$ cat config.mk
export PLATFORM = sky130hd
export DESIGN_NAME = llqm_ctrl
export DESIGN_NICKNAME = d
export VERILOG_FILES = /design/src/hw/rtl/llqm_pkg.sv /design/src/hw/rtl/llqm_ctrl.sv
export SDC_FILE = /design/constraint.sdc
export NUM_CORES = 1
export LEC_CHECK = 0
export BUFFER_PORTS_ARGS = -buffer_cell sky130_fd_sc_hd__buf_2
export CAP_MARGIN = 0
export CORE_AREA = 2 2 39 41
export CTS_CLUSTER_SIZE = 24
export DETAILED_ROUTE_END_ITERATION = 10
export DIE_AREA = 0 0 41 43
export MAX_ROUTING_LAYER = met4
export PLACE_DENSITY = 0.49
export RECOVER_POWER = 50
export SYNTH_ARGS = -nofsm -noshare
export SYNTH_HDL_FRONTEND = slang
export SYNTH_SLANG_ARGS = --single-unit
$ cat constraint.sdc
create_clock -name clock -period 1.2 [get_ports clock]
set_clock_uncertainty 0.15 [all_clocks]
set_input_delay 0.24 -clock clock [delete_from_list [all_inputs] [get_ports clock]]
set_output_delay 0.24 -clock clock [all_outputs]
set_load 0.05 [all_outputs]
$ cat src/hw/rtl/llqm_pkg.sv
`timescale 1ns / 1ps
// ----------------------------------------------------------------------------
// llqm_pkg
// Shared constants, operation codes and control structs for the linked-list
// queue manager.
// ----------------------------------------------------------------------------
package llqm_pkg;

   // field widths fixed by the stream format
   localparam int HANDLE_W    = 8;
   localparam int HANDLE_SPAN = 2 ** HANDLE_W;
   localparam int DATA_W      = 32;
   localparam int MODE_W      = 2;
   localparam int LINK_W      = HANDLE_W + 1;

   // packed stream widths
   localparam int REQ_TDATA_W = 40;
   localparam int RSP_TDATA_W = 40;

   // default sizing
   localparam int NODE_COUNT_DEF  = 256;
   localparam int VALUE_WIDTH_DEF = 32;

   // operation codes
   localparam logic [MODE_W-1:0] MODE_ENQUEUE = 2'd0;
   localparam logic [MODE_W-1:0] MODE_DEQUEUE = 2'd1;
   localparam logic [MODE_W-1:0] MODE_INIT    = 2'd2;

   // controller to datapath commands, one cycle each
   typedef struct packed {
      logic capture;       // latch the request fields
      logic link_rd;       // read link of the head node
      logic link_wr_node;  // clear link of the supplied node
      logic link_wr_tail;  // link the supplied node after the tail
      logic value_wr;      // store the value into the supplied node
      logic value_rd;      // read value of the node after the head
      logic set_init;      // head and tail to the supplied node
      logic set_tail;      // tail to the supplied node
      logic advance;       // head moves to the next node
      logic load_rsp;      // load the result register
   } cmd_type;

   // datapath to controller status
   typedef struct packed {
      logic [MODE_W-1:0] in_mode;     // mode of the offered request
      logic              link_valid;  // head has a successor
   } status_type;

endpackage

$ cat src/hw/rtl/llqm_ctrl.sv
`timescale 1ns / 1ps
// ----------------------------------------------------------------------------
// llqm_ctrl
// Operation sequencer: steps each request through its memory accesses and
// owns the handshake of both stream channels.
// ----------------------------------------------------------------------------
module llqm_ctrl (
   input  logic                 clock,
   input  logic                 reset,
   input  logic                 req_tvalid,
   output logic                 req_tready,
   output logic                 rsp_tvalid,
   input  logic                 rsp_tready,
   input  llqm_pkg::status_type status,
   output llqm_pkg::cmd_type    cmd
);

   typedef enum logic [2:0] {
      S_IDLE,
      S_ENQ_NODE,
      S_ENQ_TAIL,
      S_INIT,
      S_DEQ_LINK,
      S_DONE
   } state_type;

   state_type state_ff, state_in;
   logic      rsp_valid_ff, rsp_valid_in;
   logic      req_xfer;
   logic      slot_free;

   assign req_tready = (state_ff == S_IDLE);
   assign rsp_tvalid = rsp_valid_ff;
   assign req_xfer   = req_tvalid && req_tready;
   assign slot_free  = !rsp_valid_ff || rsp_tready;

   // next state, commands and result slot
   always_comb begin
      state_in     = state_ff;
      rsp_valid_in = rsp_valid_ff && !rsp_tready;
      cmd          = '0;
      case (state_ff)
         S_IDLE: begin
            if (req_xfer) begin
               cmd.capture = 1'b1;
               cmd.link_rd = 1'b1;
               case (status.in_mode)
                  llqm_pkg::MODE_ENQUEUE: state_in = S_ENQ_NODE;
                  llqm_pkg::MODE_DEQUEUE: state_in = S_DEQ_LINK;
                  llqm_pkg::MODE_INIT:    state_in = S_INIT;
                  default:                state_in = S_DONE;
               endcase
            end
         end
         S_ENQ_NODE: begin
            cmd.link_wr_node = 1'b1;
            cmd.value_wr     = 1'b1;
            state_in         = S_ENQ_TAIL;
         end
         S_ENQ_TAIL: begin
            cmd.link_wr_tail = 1'b1;
            cmd.set_tail     = 1'b1;
            state_in         = S_DONE;
         end
         S_INIT: begin
            cmd.link_wr_node = 1'b1;
            cmd.set_init     = 1'b1;
            state_in         = S_DONE;
         end
         S_DEQ_LINK: begin
            cmd.value_rd = 1'b1;
            cmd.advance  = status.link_valid;
            state_in     = S_DONE;
         end
         S_DONE: begin
            if (slot_free) begin
               cmd.load_rsp = 1'b1;
               rsp_valid_in = 1'b1;
               state_in     = S_IDLE;
            end
         end
         default: state_in = S_IDLE;
      endcase
   end

   // state and registered outputs
   always_ff @(posedge clock) begin
      if (reset) begin
         state_ff     <= S_IDLE;
         rsp_valid_ff <= 1'b0;
      end else begin
         state_ff     <= state_in;
         rsp_valid_ff <= rsp_valid_in;
      end
   end

endmodule

==> impl_metrics.tcl, run 1 <==
set metrics [dict create \
    status "finished, violations left" \
    violations "setup timing" \
    drc 0 \
    avgViaCountPerCell 4.233 \
    cts_made_buffers 3 \
    synth_fp_nets 37 \
    gp_congestion 0.6740 \
    drv_slew 0 \
    layout-area-overhead-vs-synth_pct 128.9 \
    fmaxAchievable_ghz 0.6480 \
    critPathArrivalTime_ns 1.15 \
    cts_setup_buffers 0 \
    finalHoldViolations 0 \
    synth_top_family_by_area "simple AND/OR/NAND/NOR gates" \
    dp_hpwl_um 533.5 \
    synth_cell_type_count 20 \
    synth.top_cell.area_share_pct 31.37 \
    grt_pass1_vias 285 \
    crit_required_ns 0.81 \
    die_h_um 43 \
    dieArea_um2 1763 \
    synthFlopType "dfxtp_1" \
    htree_levels 1 \
    cp-end-kind "primary output" \
    leakage_nw 0.2667 \
    crit_path_start_kind "register" \
    grt_pass1_wl_mm 1.062 \
    syn-instance-count 30 \
    start_util_pct 18.44 \
    seq_area_frac_synth_pct 31.37 \
    antenna_found_initial 0 \
    core_area_um2 1384 \
    synth_compound_area_share_pct 15.69 \
    critical_path.slowest_cell "dfxtp_4" \
    synth-seq-cells 4 \
    cts.clk_slew.worst_paths_ns 0.04 \
    critPathKind "register to primary output" \
    clock_latency_ns 0.23 \
    synthMuxAreaShare_pct 0 \
    cp_slowest_stage_delay_ns 0.36 \
    cts_tree "built" \
    fin_crit_ns 1.543 \
    tightest_slew_ns 0.2066 \
    drv_cap 0 \
    io_buffers 18 \
    drt_iter0_drc 1 \
    grt_max_degree 8 \
    synth_warnings 0 \
    netlist_area_um2 255.2 \
    finalNonFillerCells 73 \
    rsz0062_at_grt "true" \
    grt_use_total_pct 9.362 \
    hold_path.class "primary input to register" \
    yosys-top-cells-count "dfxtp_1 (4), a21oi_1 (3)" \
    setup_viol 13 \
    num_rows 14 \
    yosys.area_share.xor_xnor_pct 0 \
    boundaryPins 19 \
    cp_max_fo 7 \
    overflow 0 \
    ir_drop_v 0.0006263 \
    synth_edf_count 0 \
    design.final.nets 65 \
    critPathTopFamily "flip-flops" \
    drive_above_1_share_pct 75.44 \
    async_flop_share_pct 0 \
    relSlewSlack_pct 86.10 \
    die_x_um 41 \
    crit_buf_inv 2 \
    place_inst 69 \
    final.period_utilization_pct 128.6 \
    wl_per_cell_um 9.014 \
    ant_nets 0 \
    synth-adder-area-share_pct 0 \
    finalWorstSetupSlack_ns -0.3433 \
    postCtsHoldBufs 0 \
    cts_buffer_depth 2 \
    avgSynthCellArea_um2 8.508 \
    routed_wl_um 658 \
    via_count 309 \
    p_total_mw 0.9555 \
    cts-root-buf "clkbuf_4" \
    powerDensity_nw_per_um2 1635 \
    clock-sinks 4 \
    synthSimpleGateAreaFrac_pct 41.18 \
    diodes 0 \
    fin_util_pct 42.22 \
    yosysTopAreaCell "dfxtp_1" \
    firstDrtPassIters 2 \
    crit_path_cell_trace "buf_4 > nor2b_4 > and2b_4 > buf_8" \
    ys_top_cells_by_area "dfxtp_1 (31%), a21oi_1 (5.9%), buf_4 (5.9%)" \
    yosysMostFrequentCell "dfxtp_1" \
]
## registers in the layout (all words and copies together), names as in the netlist
| signal | count |
|---|---|
| rsp_tvalid | 1 |
| state_ff | 3 |
## routing by layer
| metal | track usage [%] | vias to the layer above | wire [µm] |
|---|---|---|---|
| li1 | - | 158 | - |
| met1 | 9.968 | 142 | 259 |
| met2 | 14.06 | 9 | 359 |
| met3 | 1.571 | 0 | 38 |
| met4 | 8.000 | 0 | 0 |
| met5 | - | - | 0 |
## placed cells by master, fill, tap and decap left out
| master | n |
|---|---|
| and2_4 | 3 |
| or3b_1 | 1 |
| a21oi_1 | 3 |
| or3_1 | 1 |
| nand2b_1 | 1 |
| nor3_4 | 1 |
| dfxtp_4 | 3 |
| o31a_1 | 1 |
| buf_8 | 4 |
| nand3b_1 | 1 |
| clkbuf_4 | 4 |
| nor2b_4 | 2 |
| clkbuf_1 | 1 |
| dfxtp_2 | 1 |
| buf_2 | 6 |
| buf_6 | 8 |
| inv_1 | 1 |
| or2b_2 | 1 |
| buf_4 | 7 |
| o21ai_1 | 2 |
| nor3b_4 | 2 |
| nor4_1 | 1 |
| a31oi_1 | 1 |
| and2b_4 | 1 |
## path summary, 6_finish.rpt
kind	startpoint	end	slack, ns	cells past startpoint
min reg2reg	rsp_tvalid$_SDFF_PP0_	rsp_tvalid$_SDFF_PP0_	0.38	2
max	state_ff[2]$_SDFFE_PP0P_	cmd[5]	-0.34	4
max reg2reg	state_ff[1]$_SDFFE_PP0P_	state_ff[2]$_SDFFE_PP0P_	-0.12	4
min	reset	rsp_tvalid$_SDFF_PP0_	0.07	2
## where the power goes
group	internal [mW]	total [mW]	switching, mW
Sequential	0.158	0.199	0.0411
Clock	0.125	0.185	0.0601
Combinational	0.268	0.571	0.304
Total	0.551	0.955	0.405
## timing repair
action,4_1_cts,5_1_grt
setup endpoints to repair,13,14
pin swaps,0,2
gates resized for setup,26,5
## area by class of cell
cell class | instances | area, µm²
Inverter | 1 | 3.754
Sequential cell | 4 | 92.59
Tap cell | 16 | 20.02
Fill cell | 143 | 799.5
Multi-Input combinational cell | 22 | 201.4
Timing Repair Buffer | 26 | 240.2
Clock buffer | 4 | 26.28
## cells by family (layout without fill, tap and decap cells)
logic type / Yosys count / in the layout
and+or+nand+nor: 15 / 15
AOI/OAI and AO/OA: 7 / 7
DFF: 4 / 4
buffers and inverters: 4 / 31
## through the flow
step                setup WS (ns)  hold slack [ns]  setup TNS (ns)  cell area (µm²)
floorplan                 -0.5828           0.1517          -2.823            332.8
global placement          -0.1720           0.3106          -1.649            465.4
detailed placement        -0.1848           0.3058          -1.699            465.4
CTS                       -0.3429          0.05874          -3.723            566.8
global route              -0.3879          0.07876          -4.104            584.3
finish                    -0.3433          0.06649          -3.507            584.3
Note: power is estimated with default switching activity, not from simulation.
==> run 2, diff against run 1 <==
Settings changed: ABC_AREA set to 1, PLACE_DENSITY 0.49 to 0.52.
==> run 2 against run 1 <==
Effect of this change:
- the flow still finishes with violations (setup timing)
- core utilization up 12 points
- die area did not move
- area after synthesis rose by 16%
- highest routed layer is now met4
==> impl_metrics.tcl, run 2 <==
set metrics [dict create \
    synth.top_cell.area_share_pct 27.12 \
    placed_area_um2 528.0 \
    fin_util_pct 54.07 \
    fmaxAchievable_ghz 0.6504 \
    boundaryPins 19 \
    async_flop_share_pct 0 \
    dp_hpwl_um 625.1 \
    synth_warnings 0 \
    ys_top_cells_by_area "dfxtp_1 (27%), inv_1 (10%), nand2_1 (10%)" \
    largest_register_ffs 3 \
    antenna_found_initial 0 \
    drv_cap 0 \
    regMostFlops "state_ff" \
    violations "setup timing" \
    design.final.nets 87 \
    finalWorstSetupSlack_ns -0.3375 \
    cts.clk_slew.worst_paths_ns 0.05 \
    wl_per_cell_um 9.295 \
    gp_congestion 0.7123 \
    cts-root-buf "clkbuf_4" \
    cts_buffer_depth 2 \
    finalHoldViolations 0 \
    reg2reg_setup_slack_ns -0.08 \
    powerDensity_nw_per_um2 1865 \
    die_h_um 43 \
    critPathCapture "cmd[9]" \
    start_util_pct 21.34 \
    cp-end-kind "primary output" \
    critPathLaunch "state_ff[1]$_SDFFE_PP0P_" \
    drive_above_1_share_pct 79.75 \
    synth_fp_nets 53 \
    rsz0062_at_grt "true" \
    grt_pass1_wl_mm 1.193 \
    layout-area-overhead-vs-synth_pct 153.4 \
    status "finished, violations left" \
    firstDrtPassIters 2 \
    rr_worst_depth 7 \
    critPathArrivalTime_ns 1.15 \
    netlist_area_um2 295.3 \
    drt_iter0_drc 5 \
    synth_cell_type_count 16 \
    grt_max_degree 5 \
    setup_viol 14 \
    fin_area_um2 748.2 \
    htree_levels 1 \
    grt_use_total_pct 10.09 \
    yosysTopAreaCell "dfxtp_1" \
    crit_path_start_kind "register" \
    relSlewSlack_pct 86.14 \
    diodes 0 \
    io_buffers 18 \
    tightest_slew_ns 0.2077 \
    clock-sinks 4 \
    mostFrequentLayoutCells "buf_6 (9), buf_4 (9), buf_8 (7)" \
    hold_path.class "primary input to register" \
    yosys-top-cells-count "inv_1 (8), nand2_1 (8), nor2_1 (7)" \
    cts_tree "built" \
    ir_drop_v 0.001209 \
    critPathKind "register to primary output" \
    grt_pass1_vias 320 \
    core_area_um2 1384 \
    routed_wl_um 883 \
    ant_nets 0 \
    via_count 393 \
    fin_crit_ns 1.537 \
    seq_area_frac_synth_pct 27.12 \
    syn-instance-count 46 \
    synth-seq-cells 4 \
    drv_slew 0 \
    drc 0 \
    num_rows 14 \
    avgSynthCellArea_um2 6.419 \
    postCtsHoldBufs 0 \
    cp_max_fo 4 \
    final.period_utilization_pct 128.1 \
    rr_startpoint "state_ff[1]$_SDFFE_PP0P_" \
    leakage_nw 0.3423 \
    reg2reg_to "state_ff[2]$_SDFFE_PP0P_" \
    synthFlopType "dfxtp_1" \
    clock_latency_ns 0.24 \
    die_x_um 41 \
    cts_made_buffers 3 \
    crit_required_ns 0.81 \
    overflow 0 \
    dieArea_um2 1763 \
    avgViaCountPerCell 4.137 \
    synth_edf_count 0 \
]
## run 2: report_power, final
part	internal [mW]	switching, mW
registers	0.165	0.0423
clock network	0.125	0.0642
logic	0.441	0.558
total	0.731	0.664
## run 2: cell families (layout without fill, tap and decap cells)
group | Yosys count | in the layout | synth area share [%]
and+or+nand+nor | 24 | 24 | 41.95
DFF | 4 | 4 | 27.12
AOI/OAI and AO/OA | 6 | 6 | 11.87
buffers and inverters | 12 | 45 | 19.07
## run 2: worst min path at each step
stage / start / end / slack, ns / cells past startpoint
floorplan: reset / state_ff[1]$_SDFFE_PP0P_ / 0.15 / 1
global placement: reset / state_ff[1]$_SDFFE_PP0P_ / 0.29 / 2
detailed placement: reset / state_ff[1]$_SDFFE_PP0P_ / 0.30 / 2
CTS: reset / state_ff[1]$_SDFFE_PP0P_ / 0.04 / 2
global route: reset / state_ff[1]$_SDFFE_PP0P_ / 0.03 / 2
finish: reset / state_ff[1]$_SDFFE_PP0P_ / 0.04 / 2
## run 2: area by class of cell
cell class	count	area [µm²]
Tap cell	16	20.02
Timing Repair Buffer	31	304.0
Multi-Input combinational cell	30	252.7
Fill cell	133	635.6
Sequential cell	4	92.59
Inverter	10	52.55
Clock buffer	4	26.28
## run 2: metrics by stage
| stage | hold WS [ns] | power [mW] | setup slack (ns) | std cells | TNS [ns] |
|---|---|---|---|---|---|
| after floorplan | 0.1476 | 0.7241 | -0.2990 | 46 | -0.9825 |
| after global placement | 0.2950 | 0.8990 | -0.1310 | 88 | -1.193 |
| after detailed placement | 0.2956 | 0.9038 | -0.1503 | 88 | -1.421 |
| after CTS | 0.03601 | 1.258 | -0.3385 | 92 | -2.976 |
| after global routing | 0.03186 | 1.475 | -0.3883 | 95 | -3.754 |
| final | 0.03624 | 1.395 | -0.3375 | 95 | -3.066 |
## run 2: routing by layer
layer | part of all wire [%] | global-route usage (%) | routed length, µm | vias to the layer above
met1 | 36 | 10.65 | 318 | 173
met3 | 4.6 | 3.141 | 41 | 2
li1 | - | - | - | 204
met4 | 1.0 | 4.000 | 9 | 0
met2 | 58 | 16.56 | 513 | 14
met5 | 0 | - | 0 | -
## run 2: worst max-delay path, cell delays in order (launching register included)
cell     delay (ns)
dfxtp_4        0.36
nor2_4         0.16
nand2_4        0.09
nor2_4         0.12
buf_6          0.17
## run 2: what timing repair did
item                       CTS  global route
cloned                       0             0
setup endpoints to repair   15            15
buffers inserted             0             5
gates resized for setup     32            18
pin swaps                    2             8
